File: src/hw/rtl/reversible_deque_defines.svh
// Assertion macros shared by the reversible deque RTL.
// Expects clk and rst_n in the scope of each use.
`ifndef REVERSIBLE_DEQUE_DEFINES_SVH
`define REVERSIBLE_DEQUE_DEFINES_SVH
`ifndef SYNTHESIS
// same-cycle implication
`define RDQ_ASSERT_SAME(lbl, ant, cons) \
  lbl: assert property (@(posedge clk) disable iff (!rst_n) (ant) |-> (cons)) \
    else $error("rdq: assertion failed");
// next-cycle implication
`define RDQ_ASSERT_NEXT(lbl, ant, cons) \
  lbl: assert property (@(posedge clk) disable iff (!rst_n) (ant) |=> (cons)) \
    else $error("rdq: assertion failed");
`else
`define RDQ_ASSERT_SAME(lbl, ant, cons)
`define RDQ_ASSERT_NEXT(lbl, ant, cons)
`endif
`endif

File: src/hw/rtl/rdq_pkg.sv
// Shared types and constants for the reversible deque.
// No dependencies.
`default_nettype none
package rdq_pkg;

  localparam int DEPTH_DEF      = 256;
  localparam int DATA_WIDTH_DEF = 32;
  localparam int CMD_WIDTH      = 3;
  localparam int STATUS_WIDTH   = 2;

  typedef enum logic [CMD_WIDTH-1:0] {
    CMD_PUSH_FRONT = 3'd0,
    CMD_PUSH_BACK  = 3'd1,
    CMD_POP_FRONT  = 3'd2,
    CMD_POP_BACK   = 3'd3,
    CMD_REVERSE    = 3'd4
  } cmd_t;

  typedef enum logic [STATUS_WIDTH-1:0] {
    ST_OK    = 2'd0,
    ST_EMPTY = 2'd1,
    ST_FULL  = 2'd2
  } status_t;

  typedef enum logic {
    S_IDLE = 1'b0,
    S_READ = 1'b1
  } state_t;

  // controller -> datapath
  typedef struct packed {
    logic    accept;   // input transfer this cycle
    logic    load;     // capture read data and result snapshot
    logic    push;     // push that will be stored
    logic    pop;      // pop on a non-empty deque
    logic    at_head;  // physical head end is the target
    logic    toggle;   // flip orientation
    status_t status;   // status of the accepted command
  } ctl_t;

  // datapath -> controller
  typedef struct packed {
    logic reversed;
    logic empty;
    logic full;
  } sts_t;

endpackage
`default_nettype wire

File: src/hw/rtl/rdq_ctrl.sv
// Deque controller: accept/read sequencing, command decode, output valid.
// Depends on rdq_pkg.
`default_nettype none
`include "reversible_deque_defines.svh"
module rdq_ctrl (
  input  wire logic                            clk,
  input  wire logic                            rst_n,
  input  wire logic                            in_valid,
  output logic                                 in_stall,
  input  wire logic [rdq_pkg::CMD_WIDTH-1:0]   in_cmd,
  output logic                                 out_valid,
  input  wire logic                            out_stall,
  input  wire rdq_pkg::sts_t                   sts,
  output rdq_pkg::ctl_t                        ctl
);

  rdq_pkg::state_t state_r, state_nxt;
  logic out_valid_r, out_valid_nxt;
  logic push_req, pop_req, at_head, toggle;
  logic out_free;

  assign out_free = !out_valid_r || !out_stall;

  // next state
  always_comb begin
    state_nxt = state_r;
    unique case (state_r)
      rdq_pkg::S_IDLE: begin
        if (in_valid) begin
          state_nxt = rdq_pkg::S_READ;
        end
      end
      rdq_pkg::S_READ: begin
        if (out_free) begin
          state_nxt = rdq_pkg::S_IDLE;
        end
      end
      default: state_nxt = rdq_pkg::S_IDLE;
    endcase
  end

  // outputs and decode
  always_comb begin
    push_req = 1'b0;
    pop_req  = 1'b0;
    at_head  = 1'b0;
    toggle   = 1'b0;
    unique case (in_cmd)
      rdq_pkg::CMD_PUSH_FRONT: begin
        push_req = 1'b1;
        at_head  = !sts.reversed;
      end
      rdq_pkg::CMD_PUSH_BACK: begin
        push_req = 1'b1;
        at_head  = sts.reversed;
      end
      rdq_pkg::CMD_POP_FRONT: begin
        pop_req = 1'b1;
        at_head = !sts.reversed;
      end
      rdq_pkg::CMD_POP_BACK: begin
        pop_req = 1'b1;
        at_head = sts.reversed;
      end
      rdq_pkg::CMD_REVERSE: begin
        toggle = 1'b1;
      end
      default: begin
        toggle = 1'b0;
      end
    endcase

    in_stall       = (state_r != rdq_pkg::S_IDLE);
    ctl.accept     = in_valid && (state_r == rdq_pkg::S_IDLE);
    ctl.load       = (state_r == rdq_pkg::S_READ) && out_free;
    ctl.push       = push_req && !sts.full;
    ctl.pop        = pop_req && !sts.empty;
    ctl.at_head    = at_head;
    ctl.toggle     = toggle;
    if (pop_req && sts.empty) begin
      ctl.status = rdq_pkg::ST_EMPTY;
    end else if (push_req && sts.full) begin
      ctl.status = rdq_pkg::ST_FULL;
    end else begin
      ctl.status = rdq_pkg::ST_OK;
    end

    out_valid_nxt = ctl.load ? 1'b1 : (out_valid_r && out_stall);
  end

  always_ff @(posedge clk) begin
    if (!rst_n) begin
      state_r     <= rdq_pkg::S_IDLE;
      out_valid_r <= 1'b0;
    end else begin
      state_r     <= state_nxt;
      out_valid_r <= out_valid_nxt;
    end
  end

  assign out_valid = out_valid_r;

  `RDQ_ASSERT_NEXT(a_accept_to_read, ctl.accept, state_r == rdq_pkg::S_READ)
  `RDQ_ASSERT_SAME(a_valid_from_read, $rose(out_valid_r), $past(state_r) == rdq_pkg::S_READ)

endmodule
`default_nettype wire

File: config.mk
export PLATFORM = sky130hd
export DESIGN_NAME = rdq_ctrl
export DESIGN_NICKNAME = d
export VERILOG_FILES = /design/src/hw/rtl/rdq_pkg.sv /design/src/hw/rtl/rdq_ctrl.sv
export VERILOG_INCLUDE_DIRS = /design/src /design/src/hw/rtl
export SDC_FILE = /design/constraint.sdc
export NUM_CORES = 1
export LEC_CHECK = 0
export BUFFER_PORTS_ARGS = -buffer_cell sky130_fd_sc_hd__buf_4
export CORE_AREA = 2 2 39 41
export CTS_CLUSTER_DIAMETER = 80
export CTS_CLUSTER_SIZE = 28
export DETAILED_ROUTE_END_ITERATION = 16
export DIE_AREA = 0 0 41 43
export PLACE_DENSITY_LB_ADDON = 0.2
export SETUP_SLACK_MARGIN = 0.4
export SYNTH_ARGS = -nofsm -noshare
export SYNTH_HDL_FRONTEND = slang
export SYNTH_SLANG_ARGS = --single-unit
export TNS_END_PERCENT = 5
File: constraint.sdc
create_clock -name clk -period 1.4 [get_ports clk]
set_input_delay 0.28 -clock clk [delete_from_list [all_inputs] [get_ports clk]]
set_output_delay 0.28 -clock clk [all_outputs]
set_load 0.02 [all_outputs]
==> results of run 1 <==
[worst reg2reg max path, stage by stage, from the launching register on]
cell and delay [ns]:
dfxtp_1 0.33, and3_1 0.18, o21a_1 0.16
[how the worst max path moves through the flow]
| stage | from | end | slack (ns) | cells after the start |
|---|---|---|---|---|
| after floorplan | in_stall | ctl[6] | 0.34 | 1 |
| after global placement | in_cmd[0] | ctl[3] | 0.35 | 4 |
| after detailed placement | in_cmd[0] | ctl[3] | 0.35 | 4 |
| after CTS | in_stall | ctl[7] | 0.25 | 2 |
| after global routing | in_stall | ctl[7] | 0.22 | 2 |
| final | in_stall | ctl[7] | 0.27 | 2 |
[flip-flops by register name, summed over array words and instances, names as in the netlist]
register	cells
in_stall	1
out_valid	1
[area by class of cell]
cell class,instances,area [um^2]
fillers,158,1050
repair buffers,19,143
multi-input cells,13,106
flip-flops and latches,2,41.3
clock buffers,3,22.5
well taps,16,20.0
[metal layers]
| metal | track usage, % | wire [um] |
|---|---|---|
| met4 | 8.00 | 0 |
| met3 | 2.09 | 103 |
| met1 | 5.10 | 164 |
| met2 | 8.75 | 200 |
| met5 | 0 | 0 |
[what timing repair did]
action | 4_1_cts | 5_1_grt
setup endpoints to repair | 9 | 10
gates resized for setup | 1 | 0
endpoints found under the hold margin | 0 | 0
[layout by cell type (no fill, tap or decap)]
cell and n:
and3_1 1, a21oi_1 1, nor2b_1 2, a21boi_2 1
nor2_1 1, nor3b_2 3, clkbuf_4 3, nor3_1 1
dfxtp_1 1, o21a_1 1, buf_4 19, dfxtp_2 1
xor2_1 1, and3b_1 1
[logic make-up (layout without fill, tap and decap cells)]
kind of cell | after synthesis | count (layout)
AO/OA/AOI/OAI | 3 | 3
XOR/XNOR | 1 | 1
buffers and inverters | 2 | 22
AND/OR/NAND/NOR | 9 | 9
flip-flops | 2 | 2
[metrics by stage]
step,utilization [%],hold WS (ns),cell area (um^2),total power [W],std cells
after floorplan,-,0.397,161,0.000105,17
after global placement,22.3,0.495,309,0.000150,50
after detailed placement,22.3,0.499,309,0.000151,50
after CTS,24.1,0.263,333,0.000290,53
after global routing,24.1,0.274,333,0.000294,53
final,24.1,0.272,333,0.000277,53
[power groups by stage]
stage | Sequential (W) | Clock [W] | Combinational, W
floorplan | 0.0000687 | 0 | 0.0000365
global placement | 0.0000650 | 0 | 0.0000851
detailed placement | 0.0000652 | 0 | 0.0000860
CTS | 0.0000648 | 0.000138 | 0.0000863
global route | 0.0000652 | 0.000137 | 0.0000917
finish | 0.0000647 | 0.000127 | 0.0000854
==> metrics.log, run 1 <==
INFO  metric clkSinkCount = 2
INFO  metric irDropWorstVdd = 0.000142 V
INFO  metric die_area = between 1500 and 2000 um^2
INFO  metric die_h = 43 um
INFO  metric clkTransAtPathRegs = 0.03 ns
INFO  metric yosys-top-cells-area = dfxtp_1 (26%), nor3b_2 (16%), buf_4 (9.8%), nor2b_1 (8.2%), and3b_1 (5.7%)
INFO  metric xor_and_xnor_area_share_after_synthesis = 5.74%
INFO  metric chipWidth = between 40 and 50 um
INFO  metric crit_slowest_cell = dfxtp_2
INFO  metric track_usage = 6.01%
INFO  metric path_buf_inv = 1
INFO  metric post_drt_via_cell_ratio = around 3.8
INFO  metric synth-edff-count = 0
INFO  metric final_critical_path_setup_slack = 0.268 ns
INFO  metric hpwlAfterDp = 376 um
INFO  metric postCtsSetupBuffers = 0
INFO  metric clk_path_buf_depth = 2
INFO  metric port_buffers = 19
INFO  metric initial_utilization = 11.0%
INFO  metric route.final.wire_length = 467 um
INFO  metric core_area = between 1000 and 1500 um^2
INFO  metric synthSimpleGateAreaFrac = 45.1%
INFO  metric timing.rr.start = out_valid
INFO  metric timing.hold.worst_endpoint = in_stall
INFO  metric seq_power_share = 23.3%
INFO  metric tritoncts = done
INFO  metric finalMaxSlewViolations = 0
INFO  metric relSlewSlack = 89.8%
INFO  metric route.antenna.remaining_nets = 0
INFO  metric number_of_cts_inserted_buffers = 3
INFO  metric antenna_fix_cells = 0
INFO  metric actual_transition_at_the_worst_max_transition_pin = about 0.15 ns
INFO  metric timing.setup.tns = 0 ns
INFO  metric leakagePower = 0.167 nW
INFO  metric wire_length_of_the_first_global_routing_pass = 662 um
INFO  metric postSynthNetCount = 27
INFO  metric synth_top_area_cell = dfxtp_1
INFO  metric clk-insertion-delay-late = 0.22 ns
INFO  metric timing.reg2reg.setup_slack = 0.62 ns
INFO  metric power_per_standard_cell_area = ~830 nW/um^2
INFO  metric ys_dominant_reg_cell = dfxtp_1
INFO  metric swShare = between 20% and 30%
INFO  metric cts_root_buf = clkbuf_4
INFO  metric crit_arrival = around 0.85 ns
INFO  metric finalClockSkew = between 0.002 and 0.003 ns
INFO  metric detailroute.via_count = 201
INFO  metric finalWeightedCongestion = a little over 0.6
INFO  metric setup_viol = 0
INFO  metric rsz0062_at_grt = yes
INFO  metric routed_wire_length_per_instance = 8.81 um
INFO  metric cp_max_fo = 5
INFO  metric io_pins = 20
INFO  metric net-switching-power = 0.0000761 W
INFO  metric placementRows = 14
INFO  metric asyncSetResetFlopFracSynth = 0%
INFO  metric yosysTopAreaCellShare = 26.2%
INFO  metric cap_violations = 0
INFO  metric fmax = 883 MHz
INFO  metric share_comb_of_total_power = 30.8%
INFO  metric synth_area = 153 um^2
INFO  metric synth_compound_area_share = 13.1%
INFO  metric worstPathRequired = 1.12 ns
INFO  metric worstReg2RegEnd = in_stall
INFO  metric synth-seq-cells = 2
INFO  metric muxShareOfSynthArea = 0%
INFO  metric antenna_found_initial = 0
INFO  metric timing.critical_path.cells = nor2b_1 -> buf_4
INFO  metric first_iter_violations = 2
INFO  metric final-hold-violation-count = 0
INFO  metric hold_path_startpoint = rst_n
INFO  metric timing.hold.worst.class = input pin to flop
INFO  metric drt_first_pass_iters = 2
INFO  metric fin_nets = 49
INFO  metric yosysSeqAreaShare = 26.2%
INFO  metric setup.worst_path.end_class = primary output
INFO  metric run_status = completed
INFO  metric period_minus_slack = ~1.1 ns
INFO  metric yosysWarnings = 0
INFO  metric synth_cell_types = 13
INFO  metric layout_worst_path_cycle_share = 80.9%
INFO  metric syn_to_final_growth = 118%
INFO  metric hold_path_depth = 2
INFO  metric worstSetupPathType = flop to primary output
INFO  metric htree_levels = 1
INFO  metric grt_pass1_vias = between 200 and 250
INFO  metric power.clock.fraction = 45.9%
INFO  metric dominant_combinational_cell_family_by_area_after_synthesis = simple AND/OR/NAND/NOR gates
INFO  metric syn-instance-count = 17
INFO  metric placement.setup.worst_slack = 0.350 ns
INFO  metric synthTopCellsByCount = buf_4 (2), dfxtp_1 (2), nor2b_1 (2), nor3b_2 (2)
INFO  metric syn_avg_cell_area = approximately 9 um^2
INFO  metric power.internal = 0.000201 W
INFO  metric cp_slowest_stage_delay = 0.32 ns
INFO  metric synth-adder-area-share = 0%
INFO  metric cp-start-kind = flop
INFO  metric grt_max_degree = 7
INFO  metric globalRouteOverflowTotal = 0
INFO  metric cpLargestDelayFamily = flip-flops
INFO  metric post_route_drc = 0
INFO  metric post_cts_hold_buffers = 0
INFO  metric proportion_of_layout_cells_with_a_drive_suffix_above_1 = 73.0%
INFO  metric cells_on_worst_reg2reg_path = 2
Power figures use the tool's default switching activity.
==> run 2, diff against run 1 <==
==> constraint.sdc (replaced) <==
create_clock -name clk -period 1 [get_ports clk]
set_input_delay 0.2 -clock clk [delete_from_list [all_inputs] [get_ports clk]]
set_output_delay 0.2 -clock clk [all_outputs]
set_load 0.02 [all_outputs]
==> metrics.log, run 2 (same netlist as run 1, synthesis figures left out) <==
INFO  metric setup.worst_path.end_class = primary output (unchanged)
INFO  metric track_usage = 7.51% (was 6.01%)
INFO  metric setup_viol = 2 (was 0)
INFO  metric power.internal = 0.000323 W (was 0.000201 W)
INFO  metric fin_nets = 50 (was 49)
INFO  metric cap_violations = 0 (unchanged)
INFO  metric finalWeightedCongestion = 0.549 (was 0.609)
INFO  metric post_place_instance_area = 329 um^2 (was 309 um^2)
INFO  metric finalInstanceArea = 429 um^2 (was 333 um^2)
INFO  metric cp_slowest_stage_delay = 0.35 ns (was 0.32 ns)
INFO  metric run_status = finished, violations left (was completed)
INFO  metric mostFrequentLayoutCells = buf_4 (9), buf_6 (8), nor3b_2 (3), clkbuf_4 (3) (was buf_4 (19), nor3b_2 (3), clkbuf_4 (3))
INFO  metric io_pins = 20 (unchanged)
INFO  metric hold_path_startpoint = rst_n (unchanged)
INFO  metric irDropWorstVdd = 0.000241 V (was 0.000142 V)
INFO  metric worstReg2RegEnd = in_stall (unchanged)
INFO  metric post_route_drc = 0 (unchanged)
INFO  metric first_iter_violations = 0 (was 2)
INFO  metric hold_path_depth = 2 (unchanged)
INFO  metric htree_levels = 1 (unchanged)
INFO  metric clk_path_buf_depth = 2 (unchanged)
INFO  metric timing.reg2reg.setup_slack = 0.09 ns (was 0.62 ns)
INFO  metric clkTransAtPathRegs = 0.03 ns (about the same)
INFO  metric clk-insertion-delay-late = 0.23 ns (was 0.22 ns)
INFO  metric timing.hold.worst.class = input pin to flop (unchanged)
INFO  metric finish.utilization = 31.0% (was 24.1%)
INFO  metric timing.critical_path.cells = a21boi_4 -> buf_6 (was nor2b_1 -> buf_4)
INFO  metric net-switching-power = 0.000117 W (was 0.0000761 W)
INFO  metric violations_in_the_final_reports = setup timing
INFO  metric power.clock.fraction = 44.3% (was 45.9%)
INFO  metric finalMaxSlewViolations = 0 (unchanged)
INFO  metric relSlewSlack = 91.0% (was 89.8%)
INFO  metric syn_to_final_growth = 181% (was 118%)
INFO  metric route.final.wire_length = 543 um (was 467 um)
INFO  metric hpwlAfterDp = 423 um (was 376 um)
INFO  metric grt_pass1_vias = 221 (was 207)
INFO  metric seq_power_share = 20.5% (was 23.3%)
INFO  metric final-hold-violation-count = 0 (unchanged)
INFO  metric core_area = 1380 um^2 (unchanged)
INFO  metric layout_worst_path_cycle_share = 107%
INFO  metric power.total = 0.000440 W (was 0.000277 W)
INFO  metric port_buffers = 19 (unchanged)
INFO  metric fmax = 932 MHz
INFO  metric timing.hold.worst_endpoint = in_stall (unchanged)
INFO  metric tritoncts = done (unchanged)
INFO  metric placementRows = 14 (unchanged)
INFO  metric drt_first_pass_iters = 1 (was 2)
INFO  metric routed_wire_length_per_instance = 9.87 um (was 8.81 um)
INFO  metric clkSinkCount = 2 (unchanged)
INFO  metric finalClockSkew = 0.00780 ns (was 0.00253 ns)
INFO  metric antenna_found_initial = 0 (unchanged)
INFO  metric layout_commonest_cell = buf_4 (unchanged)
INFO  metric wire_length_of_the_first_global_routing_pass = 841 um (was 662 um)
INFO  metric initial_utilization = 11.0% (unchanged)
INFO  metric post_cts_hold_buffers = 0 (unchanged)
INFO  metric chipWidth = 41 um (unchanged)
INFO  metric grt_max_degree = 7 (unchanged)
INFO  metric crit_arrival = 0.87 ns (was 0.85 ns)
INFO  metric final_critical_path_setup_slack = -0.0734 ns (was 0.268 ns)
INFO  metric crit_slowest_cell = dfxtp_4 (was dfxtp_2)
INFO  metric rsz0062_at_grt = yes (unchanged)
INFO  metric actual_transition_at_the_worst_max_transition_pin = 0.134 ns (was 0.152 ns)
INFO  metric period_minus_slack = ~1.1 ns
INFO  metric cp_max_fo = 4 (was 5)
INFO  metric timing.rr.start = in_stall (was out_valid)
INFO  metric swShare = 26.5% (was 27.4%)
INFO  metric die_area = 1760 um^2 (unchanged)
INFO  metric cts_root_buf = clkbuf_4 (unchanged)
INFO  metric cells_on_worst_reg2reg_path = 3 (was 2)
INFO  metric globalRouteOverflowTotal = 0 (unchanged)
INFO  metric detailroute.via_count = 221 (was 201)
INFO  metric die_h = 43 um (unchanged)
INFO  metric proportion_of_layout_cells_with_a_drive_suffix_above_1 = 79.5% (was 73.0%)
INFO  metric worstSetupPathType = flop to primary output (unchanged)
INFO  metric number_of_cts_inserted_buffers = 3 (unchanged)
INFO  metric cp-start-kind = flop (unchanged)
INFO  metric share_comb_of_total_power = 35.2% (was 30.8%)
INFO  metric antenna_fix_cells = 0 (unchanged)
INFO  metric leakagePower = 0.199 nW (was 0.167 nW)
INFO  metric post_drt_via_cell_ratio = 4.02 (was 3.79)
INFO  metric worstPathRequired = 0.80 ns (was 1.12 ns)
INFO  metric route.antenna.remaining_nets = 0 (unchanged)
INFO  metric power_per_standard_cell_area = 1030 nW/um^2 (was 833 nW/um^2)
INFO  metric final.fill_count = 149 (was 158)
[run 2: cell count changes in the layout (fill, tap and decap cells not counted), sizes merged]
cell / previous run / this run
clkbuf: 3 / 4
buf: 19 / 20
[run 2: layout make-up]
type	instances	area (um^2)	area share (%)
timing repair buffer	20	208	48.4
multi-input combinational	13	128	29.7
sequential	2	47.5	11.1
clock buffer	4	26.3	6.12
tap	16	20.0	4.66
[run 2: worst max-delay path, delay by kind of cell, from the launching register on]
family,cells,cell delay [ns]
compound gates,1,0.17
buf+inv,1,0.13
flops,1,0.35
[run 2: power groups by stage]
| stage | combinational [W] | clock (W) | sequential [W] |
|---|---|---|---|
| 5_1_grt | 0.000166 | 0.000213 | 0.0000911 |
| 3_5_place_dp | 0.000126 | 0 | 0.0000931 |
| 3_3_place_gp | 0.000124 | 0 | 0.0000920 |
| 2_1_floorplan | 0.0000546 | 0 | 0.0000972 |
| 4_1_cts | 0.000146 | 0.000209 | 0.0000904 |
| 6_report | 0.000155 | 0.000195 | 0.0000901 |
[run 2: worst max-delay path by stage]
stage	end	slack (ns)	start	depth (start not counted)
6_report	ctl[6]	-0.07	in_stall	2
5_1_grt	ctl[6]	-0.11	in_stall	2
4_1_cts	ctl[6]	-0.09	in_stall	2
3_5_place_dp	ctl[3]	0.1	in_cmd[0]	4
3_3_place_gp	ctl[3]	0.12	in_cmd[0]	4
2_1_floorplan	in_stall	0.18	in_stall	2
[run 2: per-layer routing]
layer / vias up / GRT usage (%) / routed length [um]
met1: 95 / 6.37 / 141
met5: - / 0 / 0
met4: 0 / 8.00 / 13
li1: 104 / - / -
met2: 20 / 11.6 / 291
met3: 2 / 3.14 / 96
[run 2: through the flow]
step	TNS (ns)	hold slack, ns	worst slack (ns)	instances
global placement	0	0.419	0.116	50
finish	-0.112	0.192	-0.0734	55
CTS	-0.146	0.186	-0.0911	55
floorplan	0	0.317	0.179	17
detailed placement	0	0.425	0.0967	50
global route	-0.187	0.194	-0.108	55
[run 2: repair_timing]
item                                    CTS  global route
endpoints found under the setup margin   12            12
gates resized for setup                  12             5
pin swaps                                 6             5
setup buffers                             1             0
gates cloned                              0             0
